--- config.mk ---
export PLATFORM = sky130hd
export DESIGN_NAME = named_service_registry_table
export DESIGN_NICKNAME = d
export VERILOG_FILES = /design/src/rtl/nsr_pkg.sv /design/src/rtl/named_service_registry_table.sv /design/src/rtl/nsr_ram.sv /design/src/rtl/nsr_ctrl.sv /design/src/rtl/nsr_dp.sv
export SDC_FILE = /design/constraint.sdc
export NUM_CORES = 2
export LEC_CHECK = 0
export BUFFER_PORTS_ARGS = -buffer_cell sky130_fd_sc_hd__buf_2
export CAP_MARGIN = 15
export CORE_MARGIN = 5
export CORE_UTILIZATION = 29
export DETAILED_ROUTE_END_ITERATION = 16
export GPL_TIMING_DRIVEN = 0
export PLACE_DENSITY = 0.51
export SLEW_MARGIN = 10
export SYNTH_ARGS = -nofsm -noshare
export SYNTH_HDL_FRONTEND = slang
export SYNTH_HIERARCHICAL = 1
export SYNTH_SLANG_ARGS = --single-unit
--- constraint.sdc ---
create_clock -name clk -period 34 [get_ports clk]
set_input_delay 3.4 -clock clk [delete_from_list [all_inputs] [get_ports clk]]
set_output_delay 3.4 -clock clk [all_outputs]
set_load 0.05 [all_outputs]
--- src/rtl/nsr_pkg.sv ---
`timescale 1ns / 1ps
`default_nettype none

package nsr_pkg;

    // name checking window in bytes, at most the 8 bytes of the name field
    localparam int NAME_BYTES = 8;

    localparam logic [4:0] COUNT_MAX = 5'h1f;

    localparam logic [7:0] CH_LOWER_A = 8'h61;
    localparam logic [7:0] CH_LOWER_Z = 8'h7a;
    localparam logic [7:0] CH_DIGIT_0 = 8'h30;
    localparam logic [7:0] CH_DIGIT_9 = 8'h39;
    localparam logic [7:0] CH_UNDER   = 8'h5f;
    localparam logic [7:0] CH_DASH    = 8'h2d;

    typedef enum logic [2:0] {
        CMD_REGISTER   = 3'd0,
        CMD_LOOKUP     = 3'd1,
        CMD_UNREGISTER = 3'd2,
        CMD_DROP_OWNER = 3'd3,
        CMD_READ_SLOT  = 3'd4,
        CMD_COUNT      = 3'd5
    } cmd_t;

    typedef enum logic [2:0] {
        ST_OK        = 3'd0,
        ST_NOT_READY = 3'd1,
        ST_INVALID   = 3'd2,
        ST_EXISTS    = 3'd3,
        ST_NO_ROOM   = 3'd4,
        ST_NOT_FOUND = 3'd5,
        ST_DENIED    = 3'd6
    } status_t;

    typedef enum logic [2:0] {
        S_IDLE,
        S_DECODE,
        S_SCAN,
        S_READ,
        S_DRAIN,
        S_FINISH
    } state_t;

    typedef struct packed {
        logic [31:0] pid;
        logic [31:0] pgen;
        logic        system_flag;
        logic [31:0] generation;
        logic [63:0] name;
    } entry_t;

    // controller to datapath
    typedef struct packed {
        logic load;
        logic scan_clr;
        logic rd_en;
        logic rd_slot;
        logic finish;
    } ctl_t;

    // datapath to controller
    typedef struct packed {
        logic early;
        logic read_only;
        logic scan_last;
    } sts_t;

endpackage

`default_nettype wire

--- src/rtl/named_service_registry_table.sv ---
// scanning commands go through decode, a read of every slot, drain and finish
// read slot reads only its slot, decode rejects skip the ram; one slot read per cycle
// commands do not overlap, start is taken only in idle; the slot ram has one read port
// busy drops in the cycle the done strobe shows, so the next start can land on that edge
// the receiver cannot stall: each result is valid for exactly the one done cycle
// reset: async active low, empties all slots and sets the stamp counter to one
`timescale 1ns / 1ps
`default_nettype none

module named_service_registry_table #(
    parameter int CAPACITY = 16
) (
    input  wire logic        clk,
    input  wire logic        rst_n,
    input  wire logic        start,
    output logic             busy,
    input  wire logic [2:0]  cmd,
    input  wire logic [63:0] svc_name,
    input  wire logic [31:0] req_pid,
    input  wire logic [31:0] req_pgen,
    input  wire logic        owner_active,
    input  wire logic        system_flag,
    input  wire logic [7:0]  slot_index,
    output logic             done,
    output logic [2:0]       status,
    output logic [3:0]       hit_slot,
    output logic [31:0]      entry_pid,
    output logic [31:0]      entry_pgen,
    output logic             entry_system_flag,
    output logic [31:0]      entry_stamp,
    output logic [63:0]      entry_name,
    output logic [4:0]       live_count
);

    nsr_pkg::ctl_t ctl;
    nsr_pkg::sts_t sts;

    nsr_ctrl u_ctrl (
        .clk   (clk),
        .rst_n (rst_n),
        .start (start),
        .sts   (sts),
        .ctl   (ctl),
        .busy  (busy)
    );

    nsr_dp #(
        .CAPACITY (CAPACITY)
    ) u_dp (
        .clk               (clk),
        .rst_n             (rst_n),
        .ctl               (ctl),
        .sts               (sts),
        .cmd               (cmd),
        .svc_name          (svc_name),
        .req_pid           (req_pid),
        .req_pgen          (req_pgen),
        .owner_active      (owner_active),
        .system_flag       (system_flag),
        .slot_index        (slot_index),
        .done              (done),
        .status            (status),
        .hit_slot          (hit_slot),
        .entry_pid         (entry_pid),
        .entry_pgen        (entry_pgen),
        .entry_system_flag (entry_system_flag),
        .entry_stamp       (entry_stamp),
        .entry_name        (entry_name),
        .live_count        (live_count)
    );

endmodule

`default_nettype wire

--- src/rtl/nsr_ram.sv ---
`timescale 1ns / 1ps
`default_nettype none

module nsr_ram #(
    parameter int WIDTH = 8,
    parameter int DEPTH = 16,
    localparam int AW = (DEPTH > 1) ? $clog2(DEPTH) : 1
) (
    input  wire logic             clk,
    input  wire logic             we,
    input  wire logic [AW-1:0]    waddr,
    input  wire logic [WIDTH-1:0] wdata,
    input  wire logic             re,
    input  wire logic [AW-1:0]    raddr,
    output logic      [WIDTH-1:0] rdata
);

    logic [WIDTH-1:0] mem [DEPTH];

    always_ff @(posedge clk)
    begin
        if (we)
        begin
            mem[waddr] <= wdata;
        end
        if (re)
        begin
            rdata <= mem[raddr];
        end
    end

endmodule

`default_nettype wire

--- src/rtl/nsr_ctrl.sv ---
`timescale 1ns / 1ps
`default_nettype none

module nsr_ctrl (
    input  wire logic          clk,
    input  wire logic          rst_n,
    input  wire logic          start,
    input  wire nsr_pkg::sts_t sts,
    output nsr_pkg::ctl_t      ctl,
    output logic               busy
);

    nsr_pkg::state_t state_reg;
    nsr_pkg::state_t state_next;

    always_ff @(posedge clk or negedge rst_n)
    begin
        if (!rst_n)
        begin
            state_reg <= nsr_pkg::S_IDLE;
        end
        else
        begin
            state_reg <= state_next;
        end
    end

    always_comb
    begin
        state_next = state_reg;
        ctl        = '0;
        busy       = 1'b1;
        unique case (state_reg)
            nsr_pkg::S_IDLE:
            begin
                busy = 1'b0;
                if (start)
                begin
                    ctl.load   = 1'b1;
                    state_next = nsr_pkg::S_DECODE;
                end
            end
            nsr_pkg::S_DECODE:
            begin
                ctl.scan_clr = 1'b1;
                priority if (sts.early)
                begin
                    state_next = nsr_pkg::S_FINISH;
                end
                else if (sts.read_only)
                begin
                    state_next = nsr_pkg::S_READ;
                end
                else
                begin
                    state_next = nsr_pkg::S_SCAN;
                end
            end
            nsr_pkg::S_SCAN:
            begin
                ctl.rd_en = 1'b1;
                if (sts.scan_last)
                begin
                    state_next = nsr_pkg::S_DRAIN;
                end
            end
            nsr_pkg::S_READ:
            begin
                ctl.rd_en   = 1'b1;
                ctl.rd_slot = 1'b1;
                state_next  = nsr_pkg::S_DRAIN;
            end
            nsr_pkg::S_DRAIN:
            begin
                // last read beat is compared in this cycle
                state_next = nsr_pkg::S_FINISH;
            end
            nsr_pkg::S_FINISH:
            begin
                ctl.finish = 1'b1;
                state_next = nsr_pkg::S_IDLE;
            end
            default:
            begin
                state_next = nsr_pkg::S_IDLE;
            end
        endcase
    end

endmodule

`default_nettype wire

--- src/rtl/nsr_dp.sv ---
`timescale 1ns / 1ps
`default_nettype none

module nsr_dp #(
    parameter int CAPACITY = 16
) (
    input  wire logic          clk,
    input  wire logic          rst_n,
    input  wire nsr_pkg::ctl_t ctl,
    output nsr_pkg::sts_t      sts,
    input  wire logic [2:0]    cmd,
    input  wire logic [63:0]   svc_name,
    input  wire logic [31:0]   req_pid,
    input  wire logic [31:0]   req_pgen,
    input  wire logic          owner_active,
    input  wire logic          system_flag,
    input  wire logic [7:0]    slot_index,
    output logic               done,
    output logic [2:0]         status,
    output logic [3:0]         hit_slot,
    output logic [31:0]        entry_pid,
    output logic [31:0]        entry_pgen,
    output logic               entry_system_flag,
    output logic [31:0]        entry_stamp,
    output logic [63:0]        entry_name,
    output logic [4:0]         live_count
);

    localparam int IDX_W = (CAPACITY > 1) ? $clog2(CAPACITY) : 1;
    localparam int ENTRY_W = $bits(nsr_pkg::entry_t);

    // captured command
    logic [2:0]  cmd_reg;
    logic [63:0] name_reg;
    logic [31:0] pid_reg;
    logic [31:0] ogen_reg;
    logic        active_reg;
    logic        sysf_reg;
    logic [7:0]  slot_reg;

    logic [CAPACITY-1:0] used_reg;
    logic [31:0]         stamp_reg;
    logic [31:0]         stamp_inc;

    logic [IDX_W-1:0] scan_idx_reg;
    logic             cmp_valid_reg;
    logic [IDX_W-1:0] cmp_idx_reg;
    logic             found_reg;
    logic [IDX_W-1:0] hit_idx_reg;
    nsr_pkg::entry_t  hit_entry_reg;
    logic             free_found_reg;
    logic [IDX_W-1:0] free_idx_reg;
    logic [4:0]       cnt_reg;

    logic [IDX_W-1:0]   rd_addr;
    logic [ENTRY_W-1:0] rd_raw;
    nsr_pkg::entry_t    rd_entry;
    logic               cur_used;
    logic               hit_now;
    logic               drop_clr;

    logic        name_ok;
    logic [63:0] name_norm;
    logic        pre_early;
    logic [2:0]  pre_status;

    logic            res_wr;
    logic            res_clr;
    logic [2:0]      res_status;
    logic [IDX_W-1:0] res_idx;
    nsr_pkg::entry_t res_entry;
    nsr_pkg::entry_t new_entry;
    logic [4:0]      res_count;
    logic [IDX_W+3:0] hit_ext;

    always_ff @(posedge clk)
    begin
        if (ctl.load)
        begin
            cmd_reg    <= cmd;
            name_reg   <= svc_name;
            pid_reg    <= req_pid;
            ogen_reg   <= req_pgen;
            active_reg <= owner_active;
            sysf_reg   <= system_flag;
            slot_reg   <= slot_index;
        end
    end

    // name: first byte a-z, then a-z 0-9 _ - up to a nul inside the window
    always_comb
    begin
        logic term;
        logic bad;
        logic [7:0] b;
        logic lower;
        logic digit;
        term      = 1'b0;
        bad       = 1'b0;
        name_ok   = 1'b0;
        name_norm = '0;
        for (int i = 0; i < nsr_pkg::NAME_BYTES; i++)
        begin
            b     = name_reg[8*i +: 8];
            lower = (b >= nsr_pkg::CH_LOWER_A) && (b <= nsr_pkg::CH_LOWER_Z);
            digit = (b >= nsr_pkg::CH_DIGIT_0) && (b <= nsr_pkg::CH_DIGIT_9);
            if (!term && !bad)
            begin
                if (i == 0 && !lower)
                begin
                    bad = 1'b1;
                end
                else if (b == 8'h00)
                begin
                    term    = 1'b1;
                    name_ok = 1'b1;
                end
                else if (!(lower || digit || b == nsr_pkg::CH_UNDER
                           || b == nsr_pkg::CH_DASH))
                begin
                    bad = 1'b1;
                end
                else
                begin
                    name_norm[8*i +: 8] = b;
                end
            end
        end
    end

    always_comb
    begin
        pre_early  = 1'b0;
        pre_status = nsr_pkg::ST_OK;
        unique case (cmd_reg)
            nsr_pkg::CMD_REGISTER:
            begin
                if (pid_reg == '0 || !active_reg)
                begin
                    pre_early  = 1'b1;
                    pre_status = nsr_pkg::ST_NOT_READY;
                end
                else if (!name_ok)
                begin
                    pre_early  = 1'b1;
                    pre_status = nsr_pkg::ST_INVALID;
                end
            end
            nsr_pkg::CMD_LOOKUP:
            begin
                if (!name_ok)
                begin
                    pre_early  = 1'b1;
                    pre_status = nsr_pkg::ST_INVALID;
                end
            end
            nsr_pkg::CMD_UNREGISTER:
            begin
                if (pid_reg == '0)
                begin
                    pre_early  = 1'b1;
                    pre_status = nsr_pkg::ST_NOT_READY;
                end
                else if (!name_ok)
                begin
                    pre_early  = 1'b1;
                    pre_status = nsr_pkg::ST_INVALID;
                end
            end
            nsr_pkg::CMD_DROP_OWNER:
            begin
                // no owner: nothing to drop, still ok
                pre_early = (pid_reg == '0);
            end
            nsr_pkg::CMD_READ_SLOT:
            begin
                if ({1'b0, slot_reg} >= 9'(CAPACITY))
                begin
                    pre_early  = 1'b1;
                    pre_status = nsr_pkg::ST_INVALID;
                end
            end
            nsr_pkg::CMD_COUNT:
            begin
                pre_early = 1'b0;
            end
            default:
            begin
                pre_early  = 1'b1;
                pre_status = nsr_pkg::ST_INVALID;
            end
        endcase
    end

    assign sts.early     = pre_early;
    assign sts.read_only = (cmd_reg == nsr_pkg::CMD_READ_SLOT);
    assign sts.scan_last = (scan_idx_reg == IDX_W'(CAPACITY - 1));

    assign rd_addr = ctl.rd_slot ? slot_reg[IDX_W-1:0] : scan_idx_reg;

    nsr_ram #(
        .WIDTH (ENTRY_W),
        .DEPTH (CAPACITY)
    ) u_ram (
        .clk   (clk),
        .we    (res_wr),
        .waddr (free_idx_reg),
        .wdata (new_entry),
        .re    (ctl.rd_en),
        .raddr (rd_addr),
        .rdata (rd_raw)
    );

    assign rd_entry = rd_raw;
    assign cur_used = used_reg[cmp_idx_reg];
    assign hit_now  = cmp_valid_reg && cur_used
                      && (cmd_reg == nsr_pkg::CMD_READ_SLOT || rd_entry.name == name_norm);
    assign drop_clr = cmp_valid_reg && cur_used && (cmd_reg == nsr_pkg::CMD_DROP_OWNER)
                      && (rd_entry.pid == pid_reg);

    // compare stage, working on the registered read data of the slot ram
    always_ff @(posedge clk or negedge rst_n)
    begin
        if (!rst_n)
        begin
            cmp_valid_reg  <= 1'b0;
            scan_idx_reg   <= '0;
            found_reg      <= 1'b0;
            free_found_reg <= 1'b0;
            cnt_reg        <= '0;
        end
        else
        begin
            cmp_valid_reg <= ctl.rd_en;
            if (ctl.scan_clr)
            begin
                scan_idx_reg   <= '0;
                found_reg      <= 1'b0;
                free_found_reg <= 1'b0;
                cnt_reg        <= '0;
            end
            else
            begin
                if (ctl.rd_en && !ctl.rd_slot)
                begin
                    scan_idx_reg <= scan_idx_reg + 1'b1;
                end
                if (hit_now && !found_reg)
                begin
                    found_reg <= 1'b1;
                end
                if (cmp_valid_reg && !cur_used && !free_found_reg)
                begin
                    free_found_reg <= 1'b1;
                end
                if (cmp_valid_reg && cur_used && cnt_reg != nsr_pkg::COUNT_MAX)
                begin
                    cnt_reg <= cnt_reg + 5'd1;
                end
            end
        end
    end

    always_ff @(posedge clk)
    begin
        cmp_idx_reg <= rd_addr;
        if (hit_now && !found_reg)
        begin
            hit_idx_reg   <= cmp_idx_reg;
            hit_entry_reg <= rd_entry;
        end
        if (cmp_valid_reg && !cur_used && !free_found_reg)
        begin
            free_idx_reg <= cmp_idx_reg;
        end
    end

    assign new_entry.pid         = pid_reg;
    assign new_entry.pgen        = ogen_reg;
    assign new_entry.system_flag = sysf_reg;
    assign new_entry.generation  = stamp_reg;
    assign new_entry.name        = name_norm;

    always_comb
    begin
        res_wr     = 1'b0;
        res_clr    = 1'b0;
        res_status = pre_status;
        res_idx    = '0;
        res_entry  = '0;
        res_count  = '0;
        if (!pre_early)
        begin
            unique case (cmd_reg)
                nsr_pkg::CMD_REGISTER:
                begin
                    priority if (found_reg)
                    begin
                        res_status = nsr_pkg::ST_EXISTS;
                    end
                    else if (!free_found_reg)
                    begin
                        res_status = nsr_pkg::ST_NO_ROOM;
                    end
                    else
                    begin
                        res_status = nsr_pkg::ST_OK;
                        res_wr     = ctl.finish;
                        res_idx    = free_idx_reg;
                        res_entry  = new_entry;
                    end
                end
                nsr_pkg::CMD_LOOKUP, nsr_pkg::CMD_READ_SLOT:
                begin
                    if (found_reg)
                    begin
                        res_status = nsr_pkg::ST_OK;
                        res_idx    = hit_idx_reg;
                        res_entry  = hit_entry_reg;
                    end
                    else
                    begin
                        res_status = nsr_pkg::ST_NOT_FOUND;
                    end
                end
                nsr_pkg::CMD_UNREGISTER:
                begin
                    priority if (!found_reg)
                    begin
                        res_status = nsr_pkg::ST_NOT_FOUND;
                    end
                    else if (hit_entry_reg.pid != pid_reg
                             || hit_entry_reg.pgen != ogen_reg)
                    begin
                        res_status = nsr_pkg::ST_DENIED;
                        res_idx    = hit_idx_reg;
                    end
                    else
                    begin
                        res_status = nsr_pkg::ST_OK;
                        res_idx    = hit_idx_reg;
                        res_clr    = ctl.finish;
                    end
                end
                nsr_pkg::CMD_DROP_OWNER:
                begin
                    res_status = nsr_pkg::ST_OK;
                end
                nsr_pkg::CMD_COUNT:
                begin
                    res_status = nsr_pkg::ST_OK;
                    res_count  = cnt_reg;
                end
                default:
                begin
                    res_status = nsr_pkg::ST_INVALID;
                end
            endcase
        end
    end

    assign stamp_inc = stamp_reg + 32'd1;

    always_ff @(posedge clk or negedge rst_n)
    begin
        if (!rst_n)
        begin
            used_reg  <= '0;
            stamp_reg <= 32'd1;
        end
        else
        begin
            if (drop_clr)
            begin
                used_reg[cmp_idx_reg] <= 1'b0;
            end
            if (res_wr)
            begin
                used_reg[free_idx_reg] <= 1'b1;
                // the stamp never takes zero
                stamp_reg <= (stamp_inc == '0) ? 32'd1 : stamp_inc;
            end
            if (res_clr)
            begin
                used_reg[hit_idx_reg] <= 1'b0;
            end
        end
    end

    assign hit_ext = {4'b0000, res_idx};

    always_ff @(posedge clk or negedge rst_n)
    begin
        if (!rst_n)
        begin
            done <= 1'b0;
        end
        else
        begin
            done <= ctl.finish;
        end
    end

    always_ff @(posedge clk)
    begin
        if (ctl.finish)
        begin
            status            <= res_status;
            hit_slot          <= hit_ext[3:0];
            entry_pid         <= res_entry.pid;
            entry_pgen        <= res_entry.pgen;
            entry_system_flag <= res_entry.system_flag;
            entry_stamp       <= res_entry.generation;
            entry_name        <= res_entry.name;
            live_count        <= res_count;
        end
    end

endmodule

`default_nettype wire

==> out/metrics.cfg <==
[timing]
slew_headroom = 0.0973
tightest_slew_ns = 1.35
finalHoldViolCount = 0
whs_ns = 0.381
max_freq_mhz = 130
tns_ns = 0
rsz0062_at_grt = false
setup_viol_count_final = 0
clock_skew_ns = 0.0678
fin_crit_sh = 0.226
post-route-min-period_ns = 7.69
drv_slew = 0

[detailed_routing]
wl_met1_um = 163000
dr.pass1.iters = 6
drtIter0Drc = 8023
vias_per_cell = 5.08
dr_wl_met2_um = 193000
route.detailed.drc = 0
topRoutingLayerUsed = met5
wl_met3_um = 27200
antenna_left = 0
num_vias = 67050
wl_um = 396000
wl_per_cell_um = 30.0

[cts]
root_buffer = clkbuf_16
cts-hold-fix-buffers = 0
htreeDepth = 5
clock-sinks = 3288
tritoncts = done
cts_resized = 0
clkSlewWorstSetupHoldPaths_ns = 0.06
clk_latency_ns = 0.95
cts_made_buffers = 339
clockBufferDepth = 4
cts_setup_buffers = 0

[pwr]
power_frac_comb = 0.180
swShare = 0.288
sequentialPowerShare = 0.465
vdd_drop_max_mv = 0.0566
powerDensity_nw_per_um2 = 69.8
p_int_w = 0.00752
p_leak_nw = 44.2
pwr-share-clk = 0.355
power_switching_w = 0.00305

[run_status]
status = finished, final reports clean

[critical_path]
arrival_ns = 8.33
end_kind = register
path_class = register to register
start_kind = register
cp_max_fo = 13
cp.required_ns = 34.64

[synth]
postSynthAreaPerCell_um2 = 20.6
yosysUniqueCellTypes = 89
syn_inst = 6115
synth_area_leaders = edfxtp_1 77%, mux4_2 11%, a22oi_1 2.6%, dfrtp_1 1.2%, xor2_1 0.77%
synth_edf_count = 3220
netlist_area_um2 = 126000
synth_common_cells = 3220 x edfxtp_1, 608 x mux4_2, 435 x a22oi_1
seq_area_frac_synth = 0.780
post-synth-top-count-cell = edfxtp_1
async_flop_share = 0.0195
ys_ff_latch = 3288
synth.top_cell.area_share = 0.767
synth_flop_cell = edfxtp_1
ys_warn_count = 6
yosys.area.top_type = edfxtp_1

[layout]
layout.cells.non_filler = 13205
post-route-cell-area_um2 = 151000
multi_input_area_um2 = 26700
largest_reg_flops = 2576
fin_util = 0.349
seq_area_um2 = 98400
nets = 7337
drive_gt1_frac = 0.272
fillers = 40452
area_growth_pct = 20.1

[placement]
portBuffers = 318
place_hpwl_um = 275000
dpl-instance-area_um2 = 140000
dp_cells = 12581
gp_congestion = 0.810

[run]
cap_violations = 0

[grt]
grt_first_pass_wirelength_um = 545000
grt_antenna_before_repair = 29
grt_max_degree = 57
grt_pass1_vias = 67156
grtUsageTotal = 0.171
grt-ovfl-total = 0

[floorplanning]
die_x_um = 670
boundaryPins = 319
num_rows = 242
dieHeight_um = 670
die_area_um2 = 448000
start_util = 0.291
core_um2 = 434000

[hold_path]
hold_class = register to register

-- placed cells by master (no fill, tap or decap), drive strengths merged, types with 11 or more instances in the layout --
cell	instances
buf	767
xor2	111
nor3	43
nor2	243
a31oi	31
o221ai	27
nand4	24
xnor2	48
diode	14
dfrtp	63
and3	34
nor4	52
mux2	81
a21oi	56
edfxtp	3220
nand2b	33
mux4	608
inv	57
nand2	178
o21a	13
a22oi	436
nor2b	54
clkinvlp	13
a221oi	16
nand3	40
nor3b	11
bufinv	40
clkbuf	577
nand3b	14
and2	56
o21ai	50
mux2i	34
conb	128
clkinv	140
-- metal layers --
layer	vias to the layer above	track usage
li1	27489	-
met1	36154	0.232
met2	2845	0.285
met3	560	0.0280
met4	2	0.0484
met5	-	0
-- worst max-delay path, stage by stage, from the launching register on --
cell,delay [ns]
edfxtp_1,0.66
nor3_1,0.24
nand2_1,0.31
o41ai_2,0.73
a211oi_2,0.23
nor3_1,0.73
o21ai_2,0.46
a21oi_1,0.30
nand3_1,0.23
inv_2,0.28
clkbuf_1,0.54
or3b_2,0.64
nor3_2,0.60
buf_4,0.33
buf_4,0.24
buf_4,0.23
buf_6,0.18
buf_6,0.17
buf_4,0.22
-- path summary, 6_finish.rpt --
check	from	to	slack, ns	cells past startpoint
worst max-delay path	u_dp/name_reg[1]	u_dp/u_ram/mem[0][138]	26.31	18
worst max register to register	u_dp/name_reg[1]	u_dp/u_ram/mem[0][138]	26.31	18
worst min-delay path	u_dp/u_ram/rdata[70]	u_dp/hit_entry_reg[70]	0.38	0
worst min register to register	u_dp/u_ram/rdata[70]	u_dp/hit_entry_reg[70]	0.38	0
min in group asynchronous	rst_n	u_dp/used_reg[2]	2.39	1
max in group asynchronous	rst_n	u_dp/stamp_reg[0]	30.96	2
-- metrics by stage --
stage	power (W)	setup slack, ns
final	0.0106	26.31
after global routing	0.0109	25.96
after CTS	0.0107	26.21
after detailed placement	0.00693	26.21
after global placement	0.00692	-6.26
after floorplan	0.00608	15.90
-- final cells by class --
class	instances	area share
Timing Repair Buffer	606	0.0415
Inverter	44	0.00109
Clock inverter	206	0.0143
Multi-Input combinational cell	2575	0.176
Clock buffer	403	0.0590
Tap cell	5734	0.0474
Buffer	335	0.0108
Sequential cell	3288	0.649
Antenna cell	14	0.000231
-- power by group through the flow --
stage,Clock [W],Sequential (W),Combinational [W]
after floorplan,0,0.00511,0.000973
after global placement,0,0.00506,0.00186
after detailed placement,0,0.00500,0.00193
after CTS,0.00384,0.00492,0.00193
after global routing,0.00401,0.00493,0.00200
final,0.00376,0.00491,0.00190
-- logic make-up after synthesis --
family | synth area share
xor gates and xnor gates | 0.0110
adders and majority gates | 0.000476
AOI/OAI and AO/OA | 0.0417
other | 0.0000297
DFF | 0.780
buffers and inverters | 0.0140
muxes | 0.118
and+or+nand+nor | 0.0344
No activity file was read; power rests on OpenSTA's default activity.
